File: src/rtl/stt_pkg.sv
// stt_pkg: shared widths, token record type, token kind codes and small helpers
// for the source text tokenizer; used by stt_scan, stt_tok_buffer and the top level.
// No dependencies.
package stt_pkg;

  localparam int OFFSET_BITS = 20;
  localparam int LINE_BITS   = 16;
  localparam int COLUMN_BITS = 12;
  localparam int LEN_BITS    = 12;
  localparam int KIND_BITS   = 5;
  localparam int MAX_TOKENS  = 3;
  localparam int CNT_BITS    = 2;

  typedef logic [OFFSET_BITS-1:0] offset_t;
  typedef logic [LINE_BITS-1:0]   line_t;
  typedef logic [COLUMN_BITS-1:0] col_t;
  typedef logic [LEN_BITS-1:0]    len_t;
  typedef logic [KIND_BITS-1:0]   kind_t;
  typedef logic [CNT_BITS-1:0]    count_t;

  typedef struct packed {
    kind_t   kind;
    offset_t start;
    len_t    len;
    line_t   line;
    col_t    col;
  } token_t;

  localparam len_t LEN_MAX = {LEN_BITS{1'b1}};

  // token kinds
  localparam kind_t K_LPAREN   = 5'd0;
  localparam kind_t K_RPAREN   = 5'd1;
  localparam kind_t K_LBRACKET = 5'd2;
  localparam kind_t K_RBRACKET = 5'd3;
  localparam kind_t K_LBRACE   = 5'd4;
  localparam kind_t K_RBRACE   = 5'd5;
  localparam kind_t K_ASSIGN   = 5'd6;
  localparam kind_t K_EQ       = 5'd7;
  localparam kind_t K_NOT      = 5'd8;
  localparam kind_t K_NE       = 5'd9;
  localparam kind_t K_GT       = 5'd10;
  localparam kind_t K_GE       = 5'd11;
  localparam kind_t K_LT       = 5'd12;
  localparam kind_t K_LE       = 5'd13;
  localparam kind_t K_PLUS     = 5'd14;
  localparam kind_t K_INC      = 5'd15;
  localparam kind_t K_MINUS    = 5'd16;
  localparam kind_t K_DEC      = 5'd17;
  localparam kind_t K_SEMI     = 5'd18;
  localparam kind_t K_SLASH    = 5'd19;
  localparam kind_t K_STAR     = 5'd20;
  localparam kind_t K_STRING   = 5'd21;
  localparam kind_t K_NUMBER   = 5'd22;
  localparam kind_t K_IDENT    = 5'd23;
  localparam kind_t K_EOF      = 5'd24;
  localparam kind_t K_BAD      = 5'd25;
  localparam kind_t K_UNTERM   = 5'd26;

  // saturate an offset difference to the length field
  function automatic len_t sat_len(input offset_t diff);
    localparam int CMP_BITS = (OFFSET_BITS > LEN_BITS) ? OFFSET_BITS : LEN_BITS;
    logic [CMP_BITS-1:0] wide;
    wide = CMP_BITS'(diff);
    if (wide > CMP_BITS'(LEN_MAX)) begin
      return LEN_MAX;
    end
    return len_t'(wide);
  endfunction

  function automatic token_t make_tok(input kind_t tk_kind, input offset_t tk_start,
                                      input len_t tk_len, input line_t tk_line,
                                      input col_t tk_col);
    token_t t;
    t.kind  = tk_kind;
    t.start = tk_start;
    t.len   = tk_len;
    t.line  = tk_line;
    t.col   = tk_col;
    return t;
  endfunction

endpackage

File: src/rtl/stt_scan.sv
// stt_scan: scanner state registers and the combinational next-state and token
// logic for one source byte; produces up to three tokens per byte.
// Depends on stt_pkg.
module stt_scan (
  input  logic                                       clk,
  input  logic                                       rst_n,
  input  logic                                       step,
  input  logic [7:0]                                 char_byte,
  input  logic                                       end_of_source,
  output stt_pkg::token_t [stt_pkg::MAX_TOKENS-1:0]  toks,
  output stt_pkg::count_t                            tok_count
);

  typedef enum logic [3:0] {
    M_IDLE    = 4'd0,
    M_ASSIGN  = 4'd1,
    M_NOT     = 4'd2,
    M_GT      = 4'd3,
    M_LT      = 4'd4,
    M_PLUS    = 4'd5,
    M_MINUS   = 4'd6,
    M_SLASH   = 4'd7,
    M_COMMENT = 4'd8,
    M_INT     = 4'd9,
    M_DOT     = 4'd10,
    M_FRAC    = 4'd11,
    M_IDENT   = 4'd12,
    M_STRING  = 4'd13,
    M_ERROR   = 4'd14
  } mode_t;

  localparam logic [7:0] CH_NUL      = 8'h00;
  localparam logic [7:0] CH_TAB      = 8'h09;
  localparam logic [7:0] CH_NL       = 8'h0a;
  localparam logic [7:0] CH_CR       = 8'h0d;
  localparam logic [7:0] CH_SPACE    = 8'h20;
  localparam logic [7:0] CH_BANG     = 8'h21;
  localparam logic [7:0] CH_QUOTE    = 8'h22;
  localparam logic [7:0] CH_LPAREN   = 8'h28;
  localparam logic [7:0] CH_RPAREN   = 8'h29;
  localparam logic [7:0] CH_STAR     = 8'h2a;
  localparam logic [7:0] CH_PLUS     = 8'h2b;
  localparam logic [7:0] CH_MINUS    = 8'h2d;
  localparam logic [7:0] CH_DOT      = 8'h2e;
  localparam logic [7:0] CH_SLASH    = 8'h2f;
  localparam logic [7:0] CH_SEMI     = 8'h3b;
  localparam logic [7:0] CH_LT       = 8'h3c;
  localparam logic [7:0] CH_EQUAL    = 8'h3d;
  localparam logic [7:0] CH_GT       = 8'h3e;
  localparam logic [7:0] CH_LBRACKET = 8'h5b;
  localparam logic [7:0] CH_RBRACKET = 8'h5d;
  localparam logic [7:0] CH_UNDER    = 8'h5f;
  localparam logic [7:0] CH_LBRACE   = 8'h7b;
  localparam logic [7:0] CH_RBRACE   = 8'h7d;

  localparam stt_pkg::len_t LEN_ZERO = stt_pkg::len_t'(0);
  localparam stt_pkg::len_t LEN_ONE  = stt_pkg::len_t'(1);
  localparam stt_pkg::len_t LEN_TWO  = stt_pkg::len_t'(2);
  localparam stt_pkg::col_t COL_ONE  = stt_pkg::col_t'(1);
  localparam stt_pkg::line_t LINE_ONE = stt_pkg::line_t'(1);

  function automatic logic is_digit(input logic [7:0] c);
    return (c >= 8'h30) && (c <= 8'h39);
  endfunction

  function automatic logic is_alpha(input logic [7:0] c);
    return ((c >= 8'h61) && (c <= 8'h7a)) || ((c >= 8'h41) && (c <= 8'h5a)) ||
           (c == CH_UNDER);
  endfunction

  function automatic logic [7:0] op_second(input mode_t m);
    case (m)
      M_PLUS:  return CH_PLUS;
      M_MINUS: return CH_MINUS;
      default: return CH_EQUAL;
    endcase
  endfunction

  function automatic stt_pkg::kind_t op_short(input mode_t m);
    case (m)
      M_ASSIGN: return stt_pkg::K_ASSIGN;
      M_NOT:    return stt_pkg::K_NOT;
      M_GT:     return stt_pkg::K_GT;
      M_LT:     return stt_pkg::K_LT;
      M_PLUS:   return stt_pkg::K_PLUS;
      default:  return stt_pkg::K_MINUS;
    endcase
  endfunction

  function automatic stt_pkg::kind_t op_long(input mode_t m);
    case (m)
      M_ASSIGN: return stt_pkg::K_EQ;
      M_NOT:    return stt_pkg::K_NE;
      M_GT:     return stt_pkg::K_GE;
      M_LT:     return stt_pkg::K_LE;
      M_PLUS:   return stt_pkg::K_INC;
      default:  return stt_pkg::K_DEC;
    endcase
  endfunction

  function automatic stt_pkg::offset_t dec_off(input stt_pkg::offset_t o);
    return (o != '0) ? o - stt_pkg::offset_t'(1) : o;
  endfunction

  function automatic stt_pkg::col_t dec_col(input stt_pkg::col_t c);
    return (c > COL_ONE) ? c - COL_ONE : COL_ONE;
  endfunction

  // length with the trailing dot dropped
  function automatic stt_pkg::len_t len_less_one(input stt_pkg::offset_t diff);
    return stt_pkg::sat_len((diff != '0) ? diff - stt_pkg::offset_t'(1) : diff);
  endfunction

  mode_t             mode_r, mode_p1;
  stt_pkg::offset_t  off_r, tso_r, off_p1, tso_p1, off_adv;
  stt_pkg::col_t     tsc_r, col_r, tsc_p1, col_p1, col_adv;
  stt_pkg::line_t    line_r, line_p1, line_adv;

  stt_pkg::token_t   p1_tok0, p1_tok1, d_tok;
  stt_pkg::count_t   p1_count;
  logic              disp, d_valid, hit_nul;

  stt_pkg::token_t   p2_tok0, p2_tok1, p2_tok2, eof_tok;
  stt_pkg::count_t   p2_count;
  stt_pkg::len_t     len_p1;
  logic [stt_pkg::CNT_BITS:0] sum_count;

  // position after the current byte, saturating
  assign off_adv  = (off_r != '1) ? off_r + stt_pkg::offset_t'(1) : off_r;
  assign line_adv = ((char_byte == CH_NL) && (line_r != '1)) ?
                    line_r + stt_pkg::line_t'(1) : line_r;
  assign col_adv  = (char_byte == CH_NL) ? COL_ONE :
                    ((col_r != '1) ? col_r + stt_pkg::col_t'(1) : col_r);

  // mode step, then dispatch of the byte when the pending token ends
  always_comb begin
    mode_p1  = mode_r;
    off_p1   = off_r;
    tso_p1   = tso_r;
    tsc_p1   = tsc_r;
    line_p1  = line_r;
    col_p1   = col_r;
    p1_tok0  = '0;
    p1_tok1  = '0;
    p1_count = '0;
    disp     = 1'b0;
    d_tok    = '0;
    d_valid  = 1'b0;
    hit_nul  = 1'b0;

    case (mode_r)
      M_ASSIGN, M_NOT, M_GT, M_LT, M_PLUS, M_MINUS: begin
        if (char_byte == op_second(mode_r)) begin
          p1_tok0  = stt_pkg::make_tok(op_long(mode_r), tso_r, LEN_TWO, line_r, tsc_r);
          p1_count = stt_pkg::count_t'(1);
          off_p1   = off_adv;
          line_p1  = line_adv;
          col_p1   = col_adv;
          mode_p1  = M_IDLE;
        end else begin
          p1_tok0  = stt_pkg::make_tok(op_short(mode_r), tso_r, LEN_ONE, line_r, tsc_r);
          p1_count = stt_pkg::count_t'(1);
          disp     = 1'b1;
        end
      end
      M_ERROR: begin
      end
      M_SLASH: begin
        if (char_byte == CH_SLASH) begin
          mode_p1 = M_COMMENT;
          off_p1  = off_adv;
          line_p1 = line_adv;
          col_p1  = col_adv;
        end else begin
          p1_tok0  = stt_pkg::make_tok(stt_pkg::K_SLASH, tso_r, LEN_ONE, line_r, tsc_r);
          p1_count = stt_pkg::count_t'(1);
          disp     = 1'b1;
        end
      end
      M_COMMENT: begin
        if (char_byte == CH_NL) begin
          disp = 1'b1;
        end else begin
          off_p1  = off_adv;
          line_p1 = line_adv;
          col_p1  = col_adv;
        end
      end
      M_INT: begin
        if (is_digit(char_byte) || (char_byte == CH_DOT)) begin
          off_p1  = off_adv;
          line_p1 = line_adv;
          col_p1  = col_adv;
          if (char_byte == CH_DOT) begin
            mode_p1 = M_DOT;
          end
        end else begin
          p1_tok0  = stt_pkg::make_tok(stt_pkg::K_NUMBER, tso_r,
                                       stt_pkg::sat_len(off_r - tso_r), line_r, tsc_r);
          p1_count = stt_pkg::count_t'(1);
          disp     = 1'b1;
        end
      end
      M_DOT: begin
        if (is_digit(char_byte)) begin
          off_p1  = off_adv;
          line_p1 = line_adv;
          col_p1  = col_adv;
          mode_p1 = M_FRAC;
        end else begin
          // number without the dot, bad char at the dot, byte dropped
          p1_tok0  = stt_pkg::make_tok(stt_pkg::K_NUMBER, tso_r,
                                       len_less_one(off_r - tso_r), line_r, tsc_r);
          p1_tok1  = stt_pkg::make_tok(stt_pkg::K_BAD, dec_off(off_r), LEN_ONE, line_r,
                                       dec_col(col_r));
          p1_count = stt_pkg::count_t'(2);
          mode_p1  = M_ERROR;
        end
      end
      M_FRAC, M_IDENT: begin
        if (is_digit(char_byte) || ((mode_r == M_IDENT) && is_alpha(char_byte))) begin
          off_p1  = off_adv;
          line_p1 = line_adv;
          col_p1  = col_adv;
        end else begin
          p1_tok0  = stt_pkg::make_tok((mode_r == M_FRAC) ? stt_pkg::K_NUMBER :
                                       stt_pkg::K_IDENT, tso_r,
                                       stt_pkg::sat_len(off_r - tso_r), line_r, tsc_r);
          p1_count = stt_pkg::count_t'(1);
          disp     = 1'b1;
        end
      end
      M_STRING: begin
        if (char_byte == CH_QUOTE) begin
          off_p1   = off_adv;
          line_p1  = line_adv;
          col_p1   = col_adv;
          p1_tok0  = stt_pkg::make_tok(stt_pkg::K_STRING, tso_r,
                                       stt_pkg::sat_len(off_adv - tso_r), line_adv, tsc_r);
          p1_count = stt_pkg::count_t'(1);
          mode_p1  = M_IDLE;
        end else if (char_byte == CH_NL) begin
          p1_tok0  = stt_pkg::make_tok(stt_pkg::K_UNTERM, tso_r,
                                       stt_pkg::sat_len(off_r - tso_r), line_r, tsc_r);
          p1_count = stt_pkg::count_t'(1);
          mode_p1  = M_ERROR;
        end else begin
          off_p1  = off_adv;
          line_p1 = line_adv;
          col_p1  = col_adv;
        end
      end
      default: begin
        disp = 1'b1;
      end
    endcase

    if (disp) begin
      mode_p1 = M_IDLE;
      case (char_byte)
        CH_LPAREN, CH_RPAREN, CH_LBRACKET, CH_RBRACKET, CH_LBRACE, CH_RBRACE,
        CH_SEMI, CH_STAR: begin
          d_valid = 1'b1;
          case (char_byte)
            CH_LPAREN:   d_tok.kind = stt_pkg::K_LPAREN;
            CH_RPAREN:   d_tok.kind = stt_pkg::K_RPAREN;
            CH_LBRACKET: d_tok.kind = stt_pkg::K_LBRACKET;
            CH_RBRACKET: d_tok.kind = stt_pkg::K_RBRACKET;
            CH_LBRACE:   d_tok.kind = stt_pkg::K_LBRACE;
            CH_RBRACE:   d_tok.kind = stt_pkg::K_RBRACE;
            CH_SEMI:     d_tok.kind = stt_pkg::K_SEMI;
            default:     d_tok.kind = stt_pkg::K_STAR;
          endcase
          d_tok.start = off_r;
          d_tok.len   = LEN_ONE;
          d_tok.line  = line_r;
          d_tok.col   = col_r;
          off_p1  = off_adv;
          line_p1 = line_adv;
          col_p1  = col_adv;
        end
        CH_SPACE, CH_TAB, CH_CR, CH_NL: begin
          off_p1  = off_adv;
          line_p1 = line_adv;
          col_p1  = col_adv;
        end
        CH_NUL: begin
          d_valid = 1'b1;
          d_tok   = stt_pkg::make_tok(stt_pkg::K_EOF, off_r, LEN_ZERO, line_r, col_r);
          hit_nul = 1'b1;
        end
        default: begin
          if ((char_byte == CH_EQUAL) || (char_byte == CH_BANG) || (char_byte == CH_GT) ||
              (char_byte == CH_LT) || (char_byte == CH_PLUS) || (char_byte == CH_MINUS) ||
              (char_byte == CH_SLASH) || (char_byte == CH_QUOTE) ||
              is_digit(char_byte) || is_alpha(char_byte)) begin
            // token start
            tso_p1  = off_r;
            tsc_p1  = col_r;
            off_p1  = off_adv;
            line_p1 = line_adv;
            col_p1  = col_adv;
            case (char_byte)
              CH_EQUAL: mode_p1 = M_ASSIGN;
              CH_BANG:  mode_p1 = M_NOT;
              CH_GT:    mode_p1 = M_GT;
              CH_LT:    mode_p1 = M_LT;
              CH_PLUS:  mode_p1 = M_PLUS;
              CH_MINUS: mode_p1 = M_MINUS;
              CH_SLASH: mode_p1 = M_SLASH;
              CH_QUOTE: mode_p1 = M_STRING;
              default:  mode_p1 = is_digit(char_byte) ? M_INT : M_IDENT;
            endcase
          end else begin
            d_valid = 1'b1;
            d_tok   = stt_pkg::make_tok(stt_pkg::K_BAD, off_r, LEN_ONE, line_r, col_r);
            mode_p1 = M_ERROR;
          end
        end
      endcase

      if (d_valid) begin
        if (p1_count == '0) begin
          p1_tok0 = d_tok;
        end else begin
          p1_tok1 = d_tok;
        end
        p1_count = p1_count + stt_pkg::count_t'(1);
      end
    end
  end

  assign len_p1  = stt_pkg::sat_len(off_p1 - tso_p1);
  assign eof_tok = stt_pkg::make_tok(stt_pkg::K_EOF, off_p1, LEN_ZERO, line_p1, col_p1);

  // end of source: finish the pending token, then the eof token
  always_comb begin
    p2_tok0  = '0;
    p2_tok1  = '0;
    p2_tok2  = '0;
    p2_count = '0;
    if (end_of_source && !hit_nul) begin
      case (mode_p1)
        M_ASSIGN, M_NOT, M_GT, M_LT, M_PLUS, M_MINUS: begin
          p2_tok0  = stt_pkg::make_tok(op_short(mode_p1), tso_p1, LEN_ONE, line_p1, tsc_p1);
          p2_count = stt_pkg::count_t'(1);
        end
        M_SLASH: begin
          p2_tok0  = stt_pkg::make_tok(stt_pkg::K_SLASH, tso_p1, LEN_ONE, line_p1, tsc_p1);
          p2_count = stt_pkg::count_t'(1);
        end
        M_INT, M_FRAC: begin
          p2_tok0  = stt_pkg::make_tok(stt_pkg::K_NUMBER, tso_p1, len_p1, line_p1, tsc_p1);
          p2_count = stt_pkg::count_t'(1);
        end
        M_DOT: begin
          p2_tok0  = stt_pkg::make_tok(stt_pkg::K_NUMBER, tso_p1,
                                       len_less_one(off_p1 - tso_p1), line_p1, tsc_p1);
          p2_tok1  = stt_pkg::make_tok(stt_pkg::K_BAD, dec_off(off_p1), LEN_ONE, line_p1,
                                       dec_col(col_p1));
          p2_count = stt_pkg::count_t'(2);
        end
        M_IDENT: begin
          p2_tok0  = stt_pkg::make_tok(stt_pkg::K_IDENT, tso_p1, len_p1, line_p1, tsc_p1);
          p2_count = stt_pkg::count_t'(1);
        end
        M_STRING: begin
          p2_tok0  = stt_pkg::make_tok(stt_pkg::K_UNTERM, tso_p1, len_p1, line_p1, tsc_p1);
          p2_count = stt_pkg::count_t'(1);
        end
        default: begin
        end
      endcase
      case (p2_count)
        stt_pkg::count_t'(0): p2_tok0 = eof_tok;
        stt_pkg::count_t'(1): p2_tok1 = eof_tok;
        default:              p2_tok2 = eof_tok;
      endcase
      p2_count = p2_count + stt_pkg::count_t'(1);
    end
  end

  // merge both groups, keeping the first three
  always_comb begin
    case (p1_count)
      stt_pkg::count_t'(0): toks = {p2_tok2, p2_tok1, p2_tok0};
      stt_pkg::count_t'(1): toks = {p2_tok1, p2_tok0, p1_tok0};
      default:              toks = {p2_tok0, p1_tok1, p1_tok0};
    endcase
  end

  assign sum_count = {1'b0, p1_count} + {1'b0, p2_count};
  assign tok_count = (sum_count > (stt_pkg::CNT_BITS+1)'(stt_pkg::MAX_TOKENS)) ?
                     stt_pkg::count_t'(stt_pkg::MAX_TOKENS) :
                     sum_count[stt_pkg::CNT_BITS-1:0];

  always_ff @(posedge clk) begin
    if (!rst_n || (step && (hit_nul || end_of_source))) begin
      mode_r <= M_IDLE;
      off_r  <= '0;
      tso_r  <= '0;
      tsc_r  <= COL_ONE;
      line_r <= LINE_ONE;
      col_r  <= COL_ONE;
    end else if (step) begin
      mode_r <= mode_p1;
      off_r  <= off_p1;
      tso_r  <= tso_p1;
      tsc_r  <= tsc_p1;
      line_r <= line_p1;
      col_r  <= col_p1;
    end
  end

endmodule

File: src/rtl/stt_tok_buffer.sv
// stt_tok_buffer: result register for the tokens of one byte, drained one
// token per output transaction. Depends on stt_pkg.
module stt_tok_buffer (
  input  logic                                      clk,
  input  logic                                      rst_n,
  input  logic                                      load,
  input  stt_pkg::count_t                           load_count,
  input  stt_pkg::token_t [stt_pkg::MAX_TOKENS-1:0] load_toks,
  input  logic                                      out_ready,
  output logic                                      out_valid,
  output stt_pkg::token_t                           head,
  output logic                                      head_last,
  output logic                                      can_take
);

  stt_pkg::token_t [stt_pkg::MAX_TOKENS-1:0] tok_r, tok_nxt;
  stt_pkg::count_t                           cnt_r, cnt_nxt;
  logic                                      pop;

  assign out_valid = (cnt_r != '0);
  assign pop       = out_valid && out_ready;
  assign head      = tok_r[0];
  assign head_last = (cnt_r == stt_pkg::count_t'(1));
  // room for a new run once the last token of this one leaves
  assign can_take  = (cnt_r == '0) || (head_last && out_ready);

  always_comb begin
    tok_nxt = tok_r;
    cnt_nxt = cnt_r;
    if (load) begin
      tok_nxt = load_toks;
      cnt_nxt = load_count;
    end else if (pop) begin
      for (int i = 0; i < stt_pkg::MAX_TOKENS - 1; i++) begin
        tok_nxt[i] = tok_r[i+1];
      end
      cnt_nxt = cnt_r - stt_pkg::count_t'(1);
    end
  end

  always_ff @(posedge clk) begin
    tok_r <= tok_nxt;
    if (!rst_n) begin
      cnt_r <= '0;
    end else begin
      cnt_r <= cnt_nxt;
    end
  end

endmodule

File: src/rtl/source_text_tokenizer.sv
// source_text_tokenizer: top level of the streaming tokenizer; byte channel in,
// token channel out. Depends on stt_pkg, stt_scan and stt_tok_buffer.
//
// The block takes one source byte per input transaction and returns tokens
// (kind, start offset, length, line, start column) as soon as their end is
// known. A byte is accepted in every cycle as long as each byte gives at most
// one token and the output side keeps up; a byte that gives more tokens (at most
// three) holds the input while its earlier tokens are handed out, because the token buffer
// behind the scanner hands out one token per output transaction and takes a
// new run only as its last token leaves. Bytes that give no token (blanks,
// comments, the middle of a lexeme) never hold the input. There is no clearing
// pass after reset: the first byte may follow reset at once.
// out_last_of_run marks the final token of the run caused by one byte. A NUL
// byte or in_end_of_source ends the source with an eof token and the scanner
// starts over at offset 0, line 1, column 1. After a bad character or an
// unterminated string, bytes are swallowed until the end of the source.
module source_text_tokenizer (
  input  logic                    clk,
  input  logic                    rst_n,
  input  logic                    in_valid,
  output logic                    in_ready,
  input  logic [7:0]              in_char_byte,
  input  logic                    in_end_of_source,
  output logic                    out_valid,
  input  logic                    out_ready,
  output stt_pkg::kind_t          out_token_kind,
  output stt_pkg::offset_t        out_start_offset,
  output stt_pkg::len_t           out_token_length,
  output stt_pkg::line_t          out_line_number,
  output stt_pkg::col_t           out_start_column,
  output logic                    out_last_of_run
);

  logic                                      step;
  stt_pkg::token_t [stt_pkg::MAX_TOKENS-1:0] run_toks;
  stt_pkg::count_t                           run_count;
  stt_pkg::token_t                           head;

  // input transaction moves the scanner and loads its tokens together
  assign step = in_valid && in_ready;

  // mode register and counters, with the per-byte token logic
  stt_scan u_scan (
    .clk           (clk),
    .rst_n         (rst_n),
    .step          (step),
    .char_byte     (in_char_byte),
    .end_of_source (in_end_of_source),
    .toks          (run_toks),
    .tok_count     (run_count)
  );

  // result register, drained one token at a time
  stt_tok_buffer u_buffer (
    .clk        (clk),
    .rst_n      (rst_n),
    .load       (step),
    .load_count (run_count),
    .load_toks  (run_toks),
    .out_ready  (out_ready),
    .out_valid  (out_valid),
    .head       (head),
    .head_last  (out_last_of_run),
    .can_take   (in_ready)
  );

  // head token onto the output fields
  assign out_token_kind   = head.kind;
  assign out_start_offset = head.start;
  assign out_token_length = head.len;
  assign out_line_number  = head.line;
  assign out_start_column = head.col;

endmodule

File: config.mk
export PLATFORM = sky130hd
export DESIGN_NAME = source_text_tokenizer
export DESIGN_NICKNAME = d
export VERILOG_FILES = /design/src/rtl/stt_pkg.sv /design/src/rtl/stt_scan.sv /design/src/rtl/stt_tok_buffer.sv /design/src/rtl/source_text_tokenizer.sv
export SDC_FILE = /design/constraint.sdc
export NUM_CORES = 1
export LEC_CHECK = 0
export ABC_AREA = 1
export BUFFER_PORTS_ARGS = -buffer_cell sky130_fd_sc_hd__buf_2
export CAP_MARGIN = 0
export CORE_MARGIN = 2
export CORE_UTILIZATION = 45
export DETAILED_ROUTE_END_ITERATION = 6
export PLACE_DENSITY = 0.61
export SYNTH_ARGS = -nofsm -noshare
export SYNTH_HDL_FRONTEND = slang
export SYNTH_SLANG_ARGS = --single-unit
File: constraint.sdc
create_clock -name clk -period 6.19 [get_ports clk]
set_clock_uncertainty 0.05 [all_clocks]
set_input_delay 0.9285 -clock clk [delete_from_list [all_inputs] [get_ports clk]]
set_output_delay 0.9285 -clock clk [all_outputs]
set_load 0.05 [all_outputs]
==> reports/metrics.yaml, run 1 <==
timing:
  slew_violations: 0
  fin_tns_setup_ns: 0
  max_freq_mhz: 173.1
  hold_slack_ns: 0.4584
  slew_headroom: 0.3584
  worstMarginPinSlew_ns: 0.9589
  rsz0062_at_grt: "false"
  setup_viol: 0
  hold_viol: 0
  post-route-min-period_ns: 5.777
  fin_crit_sh: 0.9333
grt:
  antenna_found_initial: 0
  grt_overflow_total: 0
  grt_max_degree: 176
  grt_pass1_vias: 24910
  grt_pass1_wl_um: 157200
  track_usage: 0.3568
worst_hold_path:
  hp-class: "register to register"
clocking:
  cts_setup_buffers: 0
  clk_pin_slew_worst_paths_ns: 0.07
  clockBufferDepth: 3
  ctsResizeCount: 0
  h-tree-depth: 2
  cts-root-buf: "clkbuf_16"
  cts.sinks: 281
  cts_hold_buf: 0
  cts_made_buffers: 35
  cts_tree: "yes"
  clkLatencyLatePin_ns: 0.57
drt:
  drt-pass1-iter-count: 6
  wl_met1_um: 45100
  viasPerCell: 5.819
  wl_met3_um: 10210
  vias: 27200
  wl_per_cell_um: 22.42
  top_layer: "met4"
  wl_met2_um: 44980
  drt_iter0_drc: 3355
  drt-total-wl_um: 104800
  drc: 0
  drtAntennaViolNets: 0
die:
  dieWidth_um: 241.4
  die_h_um: 241.4
  fp.coreArea_um2: 56060
  initial_core_util: 0.4523
  rows: 87
  pin_count: 81
  dieArea_um2: 58260
critical_path:
  slowest_delay_ns: 0.54
  cp-start-kind: "register"
  path_delay_family: "simple AND/OR/NAND/NOR gates"
  ff2ff_setup_slack_ns: 0.41
  cpMaxStageDelayCell: "dfxtp_1"
  cp.buffers_inverters: 4
  crit_fanout: 12
  crit_type: "register to register"
  endpoint_kind: "register"
  crit_arrival_ns: 6.04
  worstPathRequired_ns: 6.45
place:
  gp_congestion: 1.020
  hpwl_um: 80580
  port_buffers: 80
synthesis:
  ys_seq_area_frac: 0.2989
  synthArstFlopShare: 0
  ys.flop_type: "edfxtp_1"
  synth_edf_count: 195
  ys_ff_latch: 281
  synth_area_leaders: "edfxtp_1 23%, nand2_1 13%, dfxtp_1 6.8%, o21ai_0 5.9%, a21oi_1 5.7%"
  synth_top_area_frac: 0.2310
  synth.distinct_cells: 76
  yosys_warnings: 0
  synthCells: 3790
  synth_area_um2: 25350
  synth_area_per_cell_um2: 6.690
  yosys.area.top_type: "edfxtp_1"
finish:
  multi_input_area_um2: 15070
  antennaDiodeCount: 0
  utilization: 0.5062
  layout_commonest_cell: "nand2_1"
  area_growth_pct: 11.92
  seq_area_um2: 7577
  drive_above_1_share: 0.1299
  nFillCells: 5758
  most-common-layout-cells: "901 x nand2_1, 379 x inv_1, 376 x nor2_1"
  num-nets-final: 3987
status:
  status: "completed"
run:
  cap_violations: 0
path summary, 6_finish.rpt:
path	start	endpoint	cells after the start
max	u_scan.off_r[16]$_SDFFE_PP0P_	u_buffer.tok_r[93]$_DFFE_PP_	29
min	u_scan.tsc_r[0]$_SDFFE_PP1P_	u_scan.tsc_r[0]$_SDFFE_PP1P_	2
max reg2reg	u_scan.off_r[16]$_SDFFE_PP0P_	u_buffer.tok_r[93]$_DFFE_PP_	29
min reg2reg	u_scan.tsc_r[0]$_SDFFE_PP1P_	u_scan.tsc_r[0]$_SDFFE_PP1P_	2
per-layer routing:
layer | vias up | global-route usage
met5 | - | 0
met4 | 0 | 0.1437
met3 | 254 | 0.06598
met2 | 1454 | 0.5402
met1 | 12560 | 0.5001
li1 | 12930 | -
state kept, by name, summed over array words and instances, names as in the netlist:
name            count
u_buffer.head      65
u_scan.tso_r       20
u_scan.tsc_r       12
u_scan.mode_r       4
u_buffer.cnt_r      2
u_scan.line_r      16
u_scan.col_r       12
u_buffer.tok_r    130
u_scan.off_r       20
cell usage after synthesis (all sizes together), types with 53 or more instances:
| master | n |
|---|---|
| o21ai | 336 |
| o211ai | 79 |
| dfxtp | 86 |
| nor2 | 418 |
| buf | 123 |
| xor2 | 89 |
| a21oi | 298 |
| clkbuf | 110 |
| nand3 | 280 |
| nor3 | 53 |
| edfxtp | 195 |
| nand4 | 72 |
| ha | 77 |
| nand2 | 940 |
| inv | 414 |
layout make-up:
class	count	share of cell area
clock buffers	50	0.03395
clock inverters	13	0.004938
inverters	421	0.05595
multi-input cells	2869	0.5312
flip-flops and latches	281	0.2670
well taps	756	0.03333
repair buffers	285	0.07364
per-stage QoR:
stage / setup WS, ns / instances / instance area [µm²]
2_1_floorplan: 0.5772 / 3804 / 25410
3_3_place_gp: -0.04482 / 4612 / 27250
3_5_place_dp: -0.01425 / 4612 / 27250
4_1_cts: 0.4212 / 4675 / 28360
5_1_grt: 0.01334 / 4675 / 28380
6_report: 0.4130 / 4675 / 28380
worst reg2reg max path, delay by kind of cell, from the launching register on:
kind | cells | cell delay (ns)
compound gates | 5 | 1.07
buf+inv | 4 | 0.75
fa+ha+maj | 1 | 0.37
xor+xnor | 1 | 0.21
flops | 1 | 0.54
simple gates | 18 | 2.56
cells by family after synthesis:
logic type               count (synthesis)  share of synthesized area
XOR/XNOR                               109                    0.03795
AO/OA/AOI/OAI                          866                     0.1989
buffers and inverters                  654                     0.1109
flip-flops                             281                     0.2989
adder cells (fa/ha/maj)                 81                    0.04116
AND/OR/NAND/NOR                       1798                     0.3120
other                                    1                  0.0001479
Power of run 1 is left out: the tool's default activity adds up to more than one toggle a clock period on the data nets, which glitch-free logic cannot reach.
==> inputs of run 2 (changes only) <==
Settings changed: RECOVER_POWER from default to 100.
==> run 2 against run 1 <==
Compared with the run above:
- the flow now finishes with violations (design-rule violations, max-capacitance violations, max-slew violations)
- die area did not move
- clock-buffer cell count unchanged
- via count rose by 0.23%
- sequential share of layout area grew 0.25 points
- critical path type unchanged
==> reports/metrics.yaml, run 2 (synthesized netlist as in run 1, its figures left out) <==
status:
  status: "finished with violations"  # was completed
  violations: "design-rule violations, max-capacitance violations, max-slew violations"
timing:
  slew_violations: 296  # was 0
  worstMarginPinSlew_ns: 2.660  # was 0.9589 ns
  post-route-min-period_ns: 5.777  # about the same
  max_freq_mhz: 173.1  # about the same
  setup_viol: 0  # unchanged
  finalWorstSetupSlack_ns: 0.4126  # was 0.4130 ns
  slew_headroom: -0.7733  # was 0.3584
  rsz0062_at_grt: "false"  # unchanged
  hold_viol: 0  # unchanged
  fin_tns_setup_ns: 0  # unchanged
  fin_crit_sh: 0.9333  # about the same
die:
  fp.coreArea_um2: 56060  # unchanged
  dieArea_um2: 58260  # unchanged
  dieWidth_um: 241.4  # unchanged
  initial_core_util: 0.4523  # unchanged
  pin_count: 81  # unchanged
  rows: 87  # unchanged
  die_h_um: 241.4  # unchanged
finish:
  most-common-layout-cells: "906 x nand2_1, 383 x inv_1, 380 x nor2_1"  # was 901 x nand2_1, 379 x inv_1, 376 x nor2_1
  seq_area_um2: 7577  # unchanged
  utilization: 0.5016  # was 0.5062
  num-nets-final: 3987  # unchanged
  drive_above_1_share: 0.1056  # was 0.1299
  final_area_um2: 28120  # was 28380 µm²
  largest_reg_flops: 130  # unchanged
  antennaDiodeCount: 0  # unchanged
  nFillCells: 5849  # was 5758
  area_growth_pct: 10.90  # was 11.92%
  layout_commonest_cell: "nand2_1"  # unchanged
  multi_input_area_um2: 15000  # was 15070 µm²
  regMostFlops: "u_buffer.tok_r"  # unchanged
worst_hold_path:
  hp-class: "register to register"  # unchanged
clocking:
  clockBufferDepth: 3  # unchanged
  cts_tree: "yes"  # unchanged
  ctsResizeCount: 0  # unchanged
  cts_hold_buf: 0  # unchanged
  cts-root-buf: "clkbuf_16"  # unchanged
  cts.sinks: 281  # unchanged
  cts_setup_buffers: 0  # unchanged
  cts_made_buffers: 35  # unchanged
  h-tree-depth: 2  # unchanged
  clkLatencyLatePin_ns: 0.57  # about the same
  clk_pin_slew_worst_paths_ns: 0.06  # was 0.07 ns
drt:
  vias: 27270  # was 27200
  wl_per_cell_um: 22.40  # was 22.42 µm
  drtAntennaViolNets: 0  # unchanged
  drc: 1  # was 0
  drt_iter0_drc: 3368  # was 3355
  viasPerCell: 5.832  # was 5.819
  drt-pass1-iter-count: 7  # was 6
  drt-total-wl_um: 104700  # was 104800 µm
critical_path:
  worstPathRequired_ns: 6.45  # about the same
  slowest_delay_ns: 0.54  # about the same
  cp-start-kind: "register"  # unchanged
  endpoint_kind: "register"  # unchanged
  cpMaxStageDelayCell: "dfxtp_1"  # unchanged
  crit_arrival_ns: 6.04  # about the same
  crit_fanout: 12  # unchanged
  crit_type: "register to register"  # unchanged
place:
  hpwl_um: 80580  # unchanged
  port_buffers: 80  # unchanged
  placed_area_um2: 27250  # unchanged
  dpl_worst_slack_ns: -0.01425  # unchanged
  gp_congestion: 1.020  # unchanged
grt:
  antenna_found_initial: 0  # unchanged
  use_met3: 0.06598  # unchanged
  grt_use_met1: 0.5001  # unchanged
  grt_pass1_vias: 24910  # unchanged
  grt_overflow_total: 0  # unchanged
  grt_max_degree: 176  # unchanged
  grt_pass1_wl_um: 157200  # unchanged
  track_usage: 0.3568  # unchanged
  busiest_layer: "met2"  # unchanged
  use_met2: 0.5402  # unchanged
run:
  cap_violations: 3  # was 0
run 2: layout make-up:
type,instances,share of cell area
Sequential cell,281,0.2695
Inverter,421,0.05634
Tap cell,756,0.03364
Clock buffer,50,0.03426
Timing Repair Buffer,285,0.06773
Multi-Input combinational cell,2869,0.5336
Clock inverter,13,0.004984
run 2: worst max-delay path: cells and delay by family (launching register included):
family / cells / cell delay [ns]
adders and majority gates: 1 / 0.37
DFF: 1 / 0.54
AOI/OAI and AO/OA: 5 / 1.08
and+or+nand+nor: 18 / 2.53
xor gates and xnor gates: 1 / 0.21
buffers and inverters: 4 / 0.75
run 2: through the flow:
stage / hold slack (ns) / instances
floorplan: 0.4136 / 3804
global placement: 0.4282 / 4612
detailed placement: 0.4365 / 4612
CTS: 0.4517 / 4675
global route: 0.4834 / 4675
finish: 0.4578 / 4675
run 2: worst paths after layout:
| path | startpoint | to | slack (ns) | depth (start not counted) |
|---|---|---|---|---|
| min | u_scan.tsc_r[0]$_SDFFE_PP1P_ | u_scan.tsc_r[0]$_SDFFE_PP1P_ | 0.46 | 2 |
| max | u_scan.off_r[16]$_SDFFE_PP0P_ | u_buffer.head[28]$_DFFE_PP_ | 0.41 | 29 |
| max reg2reg | u_scan.off_r[16]$_SDFFE_PP0P_ | u_buffer.head[28]$_DFFE_PP_ | 0.41 | 29 |
| min reg2reg | u_scan.tsc_r[0]$_SDFFE_PP1P_ | u_scan.tsc_r[0]$_SDFFE_PP1P_ | 0.46 | 2 |
run 2: layer usage:
metal,vias to the layer above,wire length [µm]
li1,12940,-
met1,12650,45230
met2,1448,45070
met3,234,10100
met4,0,4333
met5,-,0
Power of run 2 is left out for the same reason.
